<file path="src/rtl/plnsf_pkg.sv">
// Shared types and constants for the power-law noise shaping filter.
// No dependencies; used by plnsf_mac, plnsf_hist and the top level.

package plnsf_pkg;

  // Configuration port data width and register field widths.
  localparam int DATA_W      = 32;
  localparam int CFG_ORDER_W = 6;
  localparam logic [CFG_ORDER_W-1:0] ORDER_RESET = 6'd16;

  // Register indexes, decoded from the word address.
  localparam logic REG_ORDER = 1'b0;
  localparam logic REG_BLUE  = 1'b1;

  // Request command codes.
  localparam logic [1:0] CMD_FILTER = 2'd0;
  localparam logic [1:0] CMD_LOAD   = 2'd1;
  localparam logic [1:0] CMD_CLEAR  = 2'd2;

  // Control for the shared multiply-accumulate unit.
  typedef struct packed {
    logic clear;    // zero the accumulator
    logic valid;    // a tap enters the multiplier
    logic use_tap;  // the tap counts toward the sum
    logic sub;      // subtract the product instead of adding it
    logic last;     // final tap of the request
  } mac_ctl_t;

  // Control for the output history line.
  typedef struct packed {
    logic clear;    // zero every entry
    logic rotate;   // move every entry one place toward the head
    logic push;     // shift in a new output at the head
  } hist_ctl_t;

endpackage

</file>
<file path="src/rtl/plnsf_mac.sv">
// Shared multiply-accumulate unit with round-to-nearest and saturation.
// Depends on plnsf_pkg for the control struct.

module plnsf_mac #(
  parameter int OP_W    = 17,
  parameter int COEFF_W = 18,
  parameter int ACC_W   = 41,
  parameter int FRAC    = 16,
  parameter int OUT_W   = 16
) (
  input  logic                      clk,
  input  logic                      rst,
  input  plnsf_pkg::mac_ctl_t       ctl,
  input  logic signed [OP_W-1:0]    operand,
  input  logic signed [COEFF_W-1:0] coeff,
  output logic                      done,
  output logic [OUT_W-1:0]          y,
  output logic                      clip
);

  localparam int PROD_W = OP_W + COEFF_W;
  localparam logic signed [ACC_W-1:0] RND  = ACC_W'(64'd1 << (FRAC - 1));
  localparam logic signed [ACC_W-1:0] SMAX = ACC_W'((64'sd1 <<< (OUT_W - 1)) - 64'sd1);
  localparam logic signed [ACC_W-1:0] SMIN = -SMAX - ACC_W'(1);

  logic signed [PROD_W-1:0] prod;
  logic                     p_valid;
  logic                     p_use;
  logic                     p_sub;
  logic                     p_last;
  logic signed [ACC_W-1:0]  acc;
  logic signed [ACC_W-1:0]  prod_ext;
  logic signed [ACC_W-1:0]  rsum;
  logic signed [ACC_W-1:0]  shifted;
  logic                     over;
  logic                     under;

  // Product stage: one multiplication per cycle, registered.
  always_ff @(posedge clk) begin
    prod <= operand * coeff;
    if (rst) begin
      p_valid <= 1'b0;
      p_use   <= 1'b0;
      p_sub   <= 1'b0;
      p_last  <= 1'b0;
    end else begin
      p_valid <= ctl.valid;
      p_use   <= ctl.use_tap;
      p_sub   <= ctl.sub;
      p_last  <= ctl.last;
    end
  end

  assign prod_ext = {{(ACC_W - PROD_W){prod[PROD_W-1]}}, prod};

  // Accumulate stage; done marks that the last tap has been summed.
  always_ff @(posedge clk) begin
    if (ctl.clear) begin
      acc <= '0;
    end else if (p_valid && p_use) begin
      acc <= p_sub ? (acc - prod_ext) : (acc + prod_ext);
    end
    if (rst) begin
      done <= 1'b0;
    end else begin
      done <= p_valid && p_last;
    end
  end

  // Round to nearest with ties upward, then clip to the output range.
  assign rsum    = acc + RND;
  assign shifted = rsum >>> FRAC;
  assign over    = shifted > SMAX;
  assign under   = shifted < SMIN;
  assign clip    = over || under;

  always_comb begin
    if (over) begin
      y = SMAX[OUT_W-1:0];
    end else if (under) begin
      y = SMIN[OUT_W-1:0];
    end else begin
      y = shifted[OUT_W-1:0];
    end
  end

endmodule

</file>
<file path="src/rtl/plnsf_hist.sv">
// Output history line: the most recent outputs, newest at the head.
// Depends on plnsf_pkg for the control struct.

module plnsf_hist #(
  parameter int DEPTH = 31,
  parameter int W     = 16
) (
  input  logic                 clk,
  input  logic                 rst,
  input  plnsf_pkg::hist_ctl_t ctl,
  input  logic [W-1:0]         din,
  output logic [W-1:0]         head
);

  logic [W-1:0] line [DEPTH];

  // Clear, push a new output, or rotate so each older entry reaches the head
  // in turn; a full rotation brings the line back to where it started.
  always_ff @(posedge clk) begin
    if (rst || ctl.clear) begin
      for (int i = 0; i < DEPTH; i++) begin
        line[i] <= '0;
      end
    end else if (ctl.push) begin
      line[0] <= din;
      for (int i = 1; i < DEPTH; i++) begin
        line[i] <= line[i-1];
      end
    end else if (ctl.rotate) begin
      for (int i = 0; i < DEPTH - 1; i++) begin
        line[i] <= line[i+1];
      end
      line[DEPTH-1] <= line[0];
    end
  end

  assign head = line[0];

endmodule

</file>
<file path="src/rtl/power_law_noise_shaping_filter.sv">
// Top level of the power-law noise shaping filter: request sequencer,
// coefficient memory and configuration port. Uses plnsf_pkg, plnsf_mac, plnsf_hist.
//
// Usage: a request carries cmd, white_sample, coeff_index and coeff_value on the
// input channel (in_valid / in_stall). cmd 0 filters one white sample and returns
// one result (noise_out, saturated) on the output channel (out_valid / out_stall);
// cmd 1 writes one coefficient slot, cmd 2 clears the history and the previous
// white sample, cmd 3 is ignored. Loads, clears and ignored commands finish in the
// cycle they are accepted and return nothing.
// A filter request walks every tap slot through one shared multiplier, one slot per
// cycle, reading the coefficient memory port and the head of the rotating history;
// each slot passes the coefficient read and product registers into the accumulator.
// A new request is accepted only after the result has gone to the output register.
// If the receiver stalls, the result waits in the output register; the block keeps
// taking requests, but a new filter result is held back until the old one leaves.
// Reset clears the history, the previous white sample and the handshake state and
// sets filter_order to 16 and blue_mode to 0; coefficients must be loaded before use.
// Registers: filter_order at byte address 0, blue_mode at byte address 4.

module power_law_noise_shaping_filter #(
  parameter int MAX_ORDER   = 32,
  parameter int SAMPLE_BITS = 16,
  parameter int COEFF_BITS  = 18
) (
  input  logic                                clk,
  input  logic                                rst,
  // Configuration port
  input  logic                                psel,
  input  logic                                penable,
  input  logic                                pwrite,
  input  logic [2:0]                          paddr,
  input  logic [plnsf_pkg::DATA_W-1:0]        pwdata,
  output logic [plnsf_pkg::DATA_W-1:0]        prdata,
  output logic                                pready,
  // Request channel
  input  logic                                in_valid,
  output logic                                in_stall,
  input  logic [1:0]                          cmd,
  input  logic signed [SAMPLE_BITS-1:0]       white_sample,
  input  logic [$clog2(MAX_ORDER)-1:0]        coeff_index,
  input  logic signed [COEFF_BITS-1:0]        coeff_value,
  // Result channel
  output logic                                out_valid,
  input  logic                                out_stall,
  output logic signed [SAMPLE_BITS-1:0]       noise_out,
  output logic                                saturated
);

  localparam int IDX_W = $clog2(MAX_ORDER);
  localparam int ORD_W = $clog2(MAX_ORDER + 1);
  localparam int OP_W  = SAMPLE_BITS + 1;
  localparam int FRAC  = COEFF_BITS - 2;
  localparam int ACC_W = OP_W + COEFF_BITS + IDX_W + 1;
  localparam logic [IDX_W-1:0] LAST_K = IDX_W'(MAX_ORDER - 1);

  typedef enum logic [1:0] {
    ST_IDLE,
    ST_RUN,
    ST_FIN
  } state_t;

  state_t                               state;
  logic [plnsf_pkg::CFG_ORDER_W-1:0]    filter_order;
  logic                                 blue_mode;
  logic [ORD_W-1:0]                     order_eff;
  logic [ORD_W-1:0]                     order_next;
  logic signed [OP_W-1:0]               x_reg;
  logic signed [OP_W-1:0]               x_next;
  logic signed [SAMPLE_BITS-1:0]        prev_white;
  logic [IDX_W-1:0]                     issue_k;
  logic                                 issue_act;
  logic                                 s1_valid;
  logic [IDX_W-1:0]                     s1_k;
  logic signed [COEFF_BITS-1:0]         coef_mem [MAX_ORDER];
  logic signed [COEFF_BITS-1:0]         coeff_rd;
  logic                                 accept;
  logic                                 cfg_write;
  logic                                 out_free;
  logic signed [OP_W-1:0]               operand;
  logic [SAMPLE_BITS-1:0]               hist_head;
  logic [SAMPLE_BITS-1:0]               mac_y;
  logic                                 mac_clip;
  logic                                 mac_done;
  plnsf_pkg::mac_ctl_t                  mac_ctl;
  plnsf_pkg::hist_ctl_t                 hist_ctl;

  assign accept    = in_valid && !in_stall;
  assign in_stall  = (state != ST_IDLE);
  assign out_free  = !out_valid || !out_stall;
  assign cfg_write = psel && penable && pwrite && pready;
  assign pready    = 1'b1;

  // Configuration registers and read-back.
  always_ff @(posedge clk) begin
    if (rst) begin
      filter_order <= plnsf_pkg::ORDER_RESET;
      blue_mode    <= 1'b0;
    end else if (cfg_write) begin
      if (paddr[2] == plnsf_pkg::REG_ORDER) begin
        filter_order <= pwdata[plnsf_pkg::CFG_ORDER_W-1:0];
      end else begin
        blue_mode <= pwdata[0];
      end
    end
  end

  assign prdata = (paddr[2] == plnsf_pkg::REG_BLUE) ?
                  plnsf_pkg::DATA_W'(blue_mode) : plnsf_pkg::DATA_W'(filter_order);

  // Clamp the tap count into the supported range.
  always_comb begin
    if (int'(filter_order) < 2) begin
      order_next = ORD_W'(2);
    end else if (int'(filter_order) > MAX_ORDER) begin
      order_next = ORD_W'(MAX_ORDER);
    end else begin
      order_next = ORD_W'(filter_order);
    end
  end

  // Input tap: the white sample, or in blue mode the previous one minus it.
  assign x_next = blue_mode ?
                  ({prev_white[SAMPLE_BITS-1], prev_white} -
                   {white_sample[SAMPLE_BITS-1], white_sample}) :
                  {white_sample[SAMPLE_BITS-1], white_sample};

  // Coefficient memory: one write port for loads, one registered read port.
  always_ff @(posedge clk) begin
    if (accept && cmd == plnsf_pkg::CMD_LOAD &&
        int'(coeff_index) < MAX_ORDER) begin
      coef_mem[coeff_index] <= coeff_value;
    end
    coeff_rd <= coef_mem[issue_k];
  end

  // Sequencer: issue every tap slot once, then wait for the sum and hand it out.
  always_ff @(posedge clk) begin
    if (accept && cmd == plnsf_pkg::CMD_FILTER) begin
      x_reg     <= x_next;
      order_eff <= order_next;
    end
    if (rst) begin
      state      <= ST_IDLE;
      issue_k    <= '0;
      issue_act  <= 1'b0;
      s1_valid   <= 1'b0;
      s1_k       <= '0;
      prev_white <= '0;
      out_valid  <= 1'b0;
      noise_out  <= '0;
      saturated  <= 1'b0;
    end else begin
      // The finishing state reloads the output register itself.
      if (out_valid && !out_stall && state != ST_FIN) begin
        out_valid <= 1'b0;
      end
      s1_valid <= issue_act;
      s1_k     <= issue_k;
      case (state)
        ST_IDLE: begin
          if (accept && cmd == plnsf_pkg::CMD_FILTER) begin
            state     <= ST_RUN;
            issue_k   <= '0;
            issue_act <= 1'b1;
            if (blue_mode) begin
              prev_white <= white_sample;
            end
          end else if (accept && cmd == plnsf_pkg::CMD_CLEAR) begin
            prev_white <= '0;
          end
        end
        ST_RUN: begin
          if (issue_act) begin
            if (issue_k == LAST_K) begin
              issue_act <= 1'b0;
            end else begin
              issue_k <= issue_k + IDX_W'(1);
            end
          end
          if (mac_done) begin
            state <= ST_FIN;
          end
        end
        ST_FIN: begin
          if (out_free) begin
            out_valid <= 1'b1;
            noise_out <= mac_y;
            saturated <= mac_clip;
            state     <= ST_IDLE;
          end
        end
        default: begin
          state <= ST_IDLE;
        end
      endcase
    end
  end

  // Tap operand: the input tap first, then the history head as it rotates.
  assign operand = (s1_k == '0) ? x_reg :
                   {hist_head[SAMPLE_BITS-1], hist_head};

  always_comb begin
    mac_ctl.clear   = accept && cmd == plnsf_pkg::CMD_FILTER;
    mac_ctl.valid   = s1_valid;
    mac_ctl.use_tap = ORD_W'(s1_k) < order_eff;
    mac_ctl.sub     = s1_k != '0;
    mac_ctl.last    = s1_valid && s1_k == LAST_K;
  end

  always_comb begin
    hist_ctl.clear  = accept && cmd == plnsf_pkg::CMD_CLEAR;
    hist_ctl.rotate = s1_valid && s1_k != '0;
    hist_ctl.push   = state == ST_FIN && out_free;
  end

  plnsf_mac #(
    .OP_W    (OP_W),
    .COEFF_W (COEFF_BITS),
    .ACC_W   (ACC_W),
    .FRAC    (FRAC),
    .OUT_W   (SAMPLE_BITS)
  ) u_mac (
    .clk     (clk),
    .rst     (rst),
    .ctl     (mac_ctl),
    .operand (operand),
    .coeff   (coeff_rd),
    .done    (mac_done),
    .y       (mac_y),
    .clip    (mac_clip)
  );

  plnsf_hist #(
    .DEPTH (MAX_ORDER - 1),
    .W     (SAMPLE_BITS)
  ) u_hist (
    .clk  (clk),
    .rst  (rst),
    .ctl  (hist_ctl),
    .din  (mac_y),
    .head (hist_head)
  );

`ifndef SYNTH
  // The sum completes only while a filter request is in flight.
  assert property (@(posedge clk) disable iff (rst) mac_done |-> state == ST_RUN)
    else $error("accumulator finished outside a filter request");

  // Taps are issued and rotate the history only while busy.
  assert property (@(posedge clk) disable iff (rst)
                   (issue_act || s1_valid) |-> state == ST_RUN)
    else $error("tap issued while not running");

  // A filter request starts its walk at the input tap.
  assert property (@(posedge clk) disable iff (rst)
                   (accept && cmd == plnsf_pkg::CMD_FILTER) |=>
                   (state == ST_RUN && issue_act && issue_k == '0))
    else $error("filter request did not start at the first tap");

  // Finishing with a free output register always presents the result.
  assert property (@(posedge clk) disable iff (rst)
                   (state == ST_FIN && out_free) |=> (out_valid && state == ST_IDLE))
    else $error("finished result was not handed to the output");
`endif

endmodule
</file>
<file path="config.mk">
export PLATFORM = sky130hd
export DESIGN_NAME = power_law_noise_shaping_filter
export DESIGN_NICKNAME = d
export VERILOG_FILES = /design/src/rtl/plnsf_pkg.sv /design/src/rtl/plnsf_mac.sv /design/src/rtl/plnsf_hist.sv /design/src/rtl/power_law_noise_shaping_filter.sv
export SDC_FILE = /design/constraint.sdc
export NUM_CORES = 2
export LEC_CHECK = 0
export ABC_CLOCK_PERIOD_IN_PS = 9800
export BUFFER_PORTS_ARGS = -buffer_cell sky130_fd_sc_hd__buf_2
export CORE_MARGIN = 2
export CORE_UTILIZATION = 40
export DETAILED_ROUTE_END_ITERATION = 7
export GPL_TIMING_DRIVEN = 0
export HOLD_SLACK_MARGIN = 0.05
export PLACE_DENSITY_LB_ADDON = 0.05
export SLEW_MARGIN = 20
export SYNTH_ARGS = -nofsm -noshare
export SYNTH_HDL_FRONTEND = slang
export SYNTH_HIERARCHICAL = 1
export SYNTH_SLANG_ARGS = --single-unit
</file>
<file path="constraint.sdc">
create_clock -name clk -period 9.8 [get_ports clk]
set_input_delay 1.96 -clock clk [delete_from_list [all_inputs] [get_ports clk]]
set_output_delay 1.96 -clock clk [all_outputs]
set_load 0.05 [all_outputs]
</file>
# == Word-level counts from Yosys, hierarchy flattened ==
# Memory sizes are Yosys's and may differ from the RTL's. A register that Yosys moved wholly into a read port is not among the register bits.
# Cells that the tools add are included.
# classes
n_addsub,5
multipliers,1
n_div,0
order_cmp,5
eq_ne,13
shifts,0
mux,98
bitwise_logic,63
reduce_logical,34
# op_table
op,count
$mux 16,67
$or 1x1->1,62
$add 41x17->41 const B,1
$add 41x35->41,1
$mux 41,1
$sub 41x35->41,1
$mul 17x18->35,1
$mux 17,2
$gt 25x16->1 const B,1
$lt 25x16->1 const B,1
$mux 1,17
$sub 16x16->17,1
$mux 5,3
$logic_and 1x1->1,13
$mux 6,2
$ne 2x2->1 const B,6
$eq 5x5->1 const B,2
$pmux 5 s2,1
$reduce_and 2->1,4
$gt 6x6->1 const B,1
$lt 5x6->1,1
$lt 6x2->1 const B,1
$mux 2,3
$pmux 2 s3,1
other kinds (15),25
# totals
reg_bits,159
latchBits,0
ram_bits,1072
rom_bits,0
in_bits,83
output_inout_bits,52
elab_cells,242
memories,2
# mem_list
name,words,word_bits,read_ports,rd_ports_with_merged_regs,write_ports,line,rtl
coef_mem,32,18,1,1,1,power_law_noise_shaping_filter.sv:74,logic signed [COEFF_BITS-1:0] coef_mem [MAX_ORDER];
u_hist.line,31,16,31,0,31,plnsf_hist.sv:15,logic [W-1:0] line [DEPTH];

# == Logic depth before layout (Yosys ltp) ==
# logic_depth
ltp_word,9
mapped_depth,31
mapped_depth_nobuf,29

# == Cells and area by module ==
# The synthesis kept the hierarchy.
# modules_own_cells
mod,n_inst,cells_per_inst,area_each_um2,seq_area_each_um2
power_law_noise_shaping_filter,1,1599,27063.5,19448.7
plnsf_hist,1,1870,21605.7,14894.3
plnsf_mac,1,1966,16995.0,1621.6

# == Least setup slack after synthesis ==
# OpenSTA, ideal clock, no wires.
# synth_path
path_type,input -> register
start,in out_stall
end,"mem u_hist.line[10][0], enable pin"
setup_time_ns,0.615
arrival_ns,8.054
required_ns,9.185
slack_ns,1.131
stages,8
n_path_buf,4
path_cell_list,nand2_1 nand2b_1 clkbuf_1 inv_2 buf_2 buf_2 buf_2 or3_1
# synth_rtl
element,line,rtl
start: declaration,power_law_noise_shaping_filter.sv:44,"input logic out_stall,"
end: declaration,plnsf_hist.sv:15,

# == Worst setup path in the final report ==
# layout_path
start,reg s1_k[0]
end,reg u_mac.prod[34]
# layout_between
elab_chain_cells,3
# layout_rtl
element,line,rtl
start: declaration,power_law_noise_shaping_filter.sv:73,logic [IDX_W-1:0] s1_k;
start signal: assignment,power_law_noise_shaping_filter.sv:158,s1_k <= issue_k;
$logic_not 5->1,power_law_noise_shaping_filter.sv:200,assign operand = (s1_k == '0) ? x_reg :
$mux 17,power_law_noise_shaping_filter.sv:200,
named net operand[10],power_law_noise_shaping_filter.sv:79,logic signed [OP_W-1:0] operand;
$mul 17x18->35,plnsf_mac.sv:40,prod <= operand * coeff;
end signal: assignment,plnsf_mac.sv:40,
end: declaration,plnsf_mac.sv:26,logic signed [PROD_W-1:0] prod;
# The timed path passes the listed nets, and every way through them passes these cells.
# A chain may end at the register's enable or synchronous reset.

==> metrics.md <==
| Metric | Value |
|---|---|
| Starting Density | `around two fifths` |
| Setup Buffers After CTS | `0` |
| Main flop type after synthesis | `edfxtp_1` |
| Layout cell share with drive strength beyond 1 | `~11%` |
| H-tree depth | `4` |
| Final Non-Filler Cells | `around 8000` |
| Post-route minimum period | `between 9000 and 10000 ps` |
| Max reg flops | `576` |
| Worst VDD drop | `0.000346 V` |
| Initial antenna violation count | `24` |
| Bufs and invs on worst path | `8` |
| Leakage Power | `between 20 and 30 nW` |
| CP max FO | `10` |
| CTS Buffer Depth | `3` |
| DRT Wirelength | `roughly 190000 µm` |
| CP Class | `reg2reg` |
| DRT Pass-1 Iters | `5` |
| Post-synth top cells | `edfxtp_1, nand2_1, nor2_1, inv_1, a21oi_1` |
| 1st-iter DRT viols | `between 3000 and 4000` |
| Reg2Reg Depth | `29` |
| DRC viols | `0` |
| Routed vias | `approximately 43000` |
| Critical path launch point type | `flop` |
| Hold Fails Final Rpt | `0` |
| Mean area per synthesized cell | `12.1 µm²` |
| Max incr delay on CP | `about 620 ps` |
| # fillers | `between 15000 and 20000` |
| GP Congestion | `between 0.8 and 0.9` |
| Vias in the first global route | `between 40000 and 50000` |
| Cell total after placement | `around 7700` |
| GRT overflow | `0` |
| WP depth | `29` |
| #FFs+latches synth | `about 1200` |
| Ys Warns | `6` |
| Setup TNS | `0 ps` |
| Crit path capture | `u_mac/prod[34]` |
| Post-synth EDFFs | `1095` |
| Clock sinks | `between 1000 and 1500` |
| Power Density | `216 nW/µm²` |
| F_max | `around 110 MHz` |
| Antenna Nets Post-Route | `0` |
| Most frequent CP cell | `fa_1` |
| RSZ-0062 raised after global routing | `false` |
| Sequential area share after synthesis | `54.8%` |
| Max cap viols | `0` |
| R2r setup slk | `about 570 ps` |
| Clock latency at the later pin of the worst-skew pair | `slightly below 800 ps` |
| Worst slew pin tran | `between 1000 and 1500 ps` |
| Slowest stage cell, crit path | `clkbuf_1` |
| Most numerous cell in the Yosys netlist | `edfxtp_1` |
| Slew headroom | `between 20 and 30%` |
| First-pass GRT wire length | `around 280000 µm` |
| Status | `finished clean` |
| Crit. Startpoint | `s1_k[0]` |
| Worst r2r src | `s1_k[0]` |
| Final Max Slew Viols | `0` |
| Die Area | `between 150000 and 200000 µm²` |
| Post-synth top area share | `between 50% and 60%` |
| Synth area leaders | `edfxtp_1, fa_1, dfxtp_1, nand2_1, a22oi_1` |
| Post-Syn Instances | `5435` |
| Hold Crit Class | `reg2reg` |
| CP endpoint kind | `flop` |
| Mapped cell area | `~66000 µm²` |
| Nets | `roughly 6300` |
| GR Util met3 | `under 10%` |
| CP arrival | `9790 ps` |
| Die Y | `between 400 and 500 µm` |
| Total Routing Usage GR | `roughly 23%` |
| CTS Root Cell | `clkbuf_16` |
| # IOs | `roughly 140` |
| Vias per cell | `5.34` |
| HPWL Detailed | `around 140000 µm` |
| Core Area | `163000 µm²` |
| Number of library cell types mapped by synthesis | `96` |
| Wirelength per Cell | `between 20 and 25 µm` |
| Setup ws final | `between 500 and 600 ps` |
| Biggest regs | `coef_mem: 576 flops, u_hist/line: 496 flops, u_mac/acc: 41 flops` |
| Reg-to-reg endpoint | `u_mac/prod[34]` |
| Met1 Use GR | `31.3%` |
| Crit path max-delay family | `adder cells` |
| Leading area contributor after synthesis | `edfxtp_1` |
| Cell Rows | `about 150` |
| Clk slew on worst S/H paths | `roughly 60 ps` |
| Largest net degree at the start of global routing | `54` |
| Most flop-heavy register | `coef_mem` |
| Period utilization | `94.1%` |
| Die X | `around 400 µm` |
| CTS tree | `done` |
| Total CTS buffers | `around 140` |
| Area growth syn-to-layout | `12.4%` |
| Grt met2 use | `a little over a third` |
| Gr busiest metal | `met2` |
| Clock Skews | `22.4 ps` |
| Final setup viols | `0` |
| # port buffers | `78` |
| FFs w/ async S/R, synth | `0%` |
| Setup WS pre-CTS | `around 300 ps` |
| CP Data Required Time | `10370 ps` |
worst min path at each step:
stage | startpoint | to | slack, ps | depth (start not counted)
after floorplan | u_mac/p_last | u_mac/done | 400 | 2
after global placement | u_mac/p_last | u_mac/done | 420 | 2
after detailed placement | u_mac/p_last | u_mac/done | 420 | 2
after CTS | u_mac/p_last | u_mac/done | 420 | 2
after global routing | u_mac/p_last | u_mac/done | 440 | 2
final | u_mac/p_last | u_mac/done | 420 | 2
cells by family (layout without fill, tap and decap cells):
family                     Yosys count  count (layout)  synth area share [%]
AOI/OAI and AO/OA                  971             971                  9.74
xor gates and xnor gates           121             121                  1.61
adders and majority gates          464             464                  12.4
buffers and inverters              752            1103                  4.97
DFF                               1249            1249                  54.8
muxes                              288             288                  5.81
other                                2              31                0.0114
and+or+nand+nor                   1588            1588                  10.7
cell usage in the layout, fill, tap and decap left out, types with 151 or more instances in the layout:
cell	synthesis	layout
mux2i_1	199	199
inv_1	402	402
dfxtp_1	154	154
a22oi_1	312	312
nor2_1	456	424
nand2_1	725	725
a21oi_1	362	362
fa_1	313	313
buf_2	119	197
and2_1	156	156
edfxtp_1	1095	1095
clkbuf_1	146	188
ha_1	151	151
tightest hold or removal path: cells and delay by family (launching register included):
family / cells / cell delay [ps]
DFF: 1 / 290
and+or+nand+nor: 2 / 90
through the flow:
stage               instance area, µm²  power [W]  util (%)  hold WS [ps]
finish                           73800     0.0159      45.3           419
global route                     73800     0.0168      45.3           444
CTS                              73800     0.0160      45.3           423
detailed placement               69500     0.0109      42.6           416
global placement                 68900     0.0109      42.3           418
floorplan                        65800    0.00929         -           395
layout make-up:
cell class	instances	area, µm²	area share [%]
sequential	1249	36000	48.7
inverter	405	1520	2.06
buffer	347	1750	2.36
timing repair buffer	99	783	1.06
antenna	4	10.0	0.0136
multi-input combinational	3459	26700	36.2
tap	2175	2720	3.69
clock buffer	194	3880	5.26
clock inverter	58	478	0.647
routing by layer:
layer	vias up	part of all wire (%)
met1	21600	45
met5	-	0.037
li1	19700	-
met4	10	2.8
met2	1050	46
met3	287	5.6
where the power goes:
| group | switching [W] | internal [W] | total [W] |
|---|---|---|---|
| sequential | 0.000217 | 0.00608 | 0.00630 |
| combinational | 0.00290 | 0.00164 | 0.00453 |
| clock | 0.00217 | 0.00291 | 0.00508 |
| total | 0.00528 | 0.0106 | 0.0159 |
repair_timing:
action	4_1_cts	5_1_grt
resized for setup	0	1
endpoints found under the setup margin	0	1
hold buffers	0	0
Power figures use the tool's default switching activity.
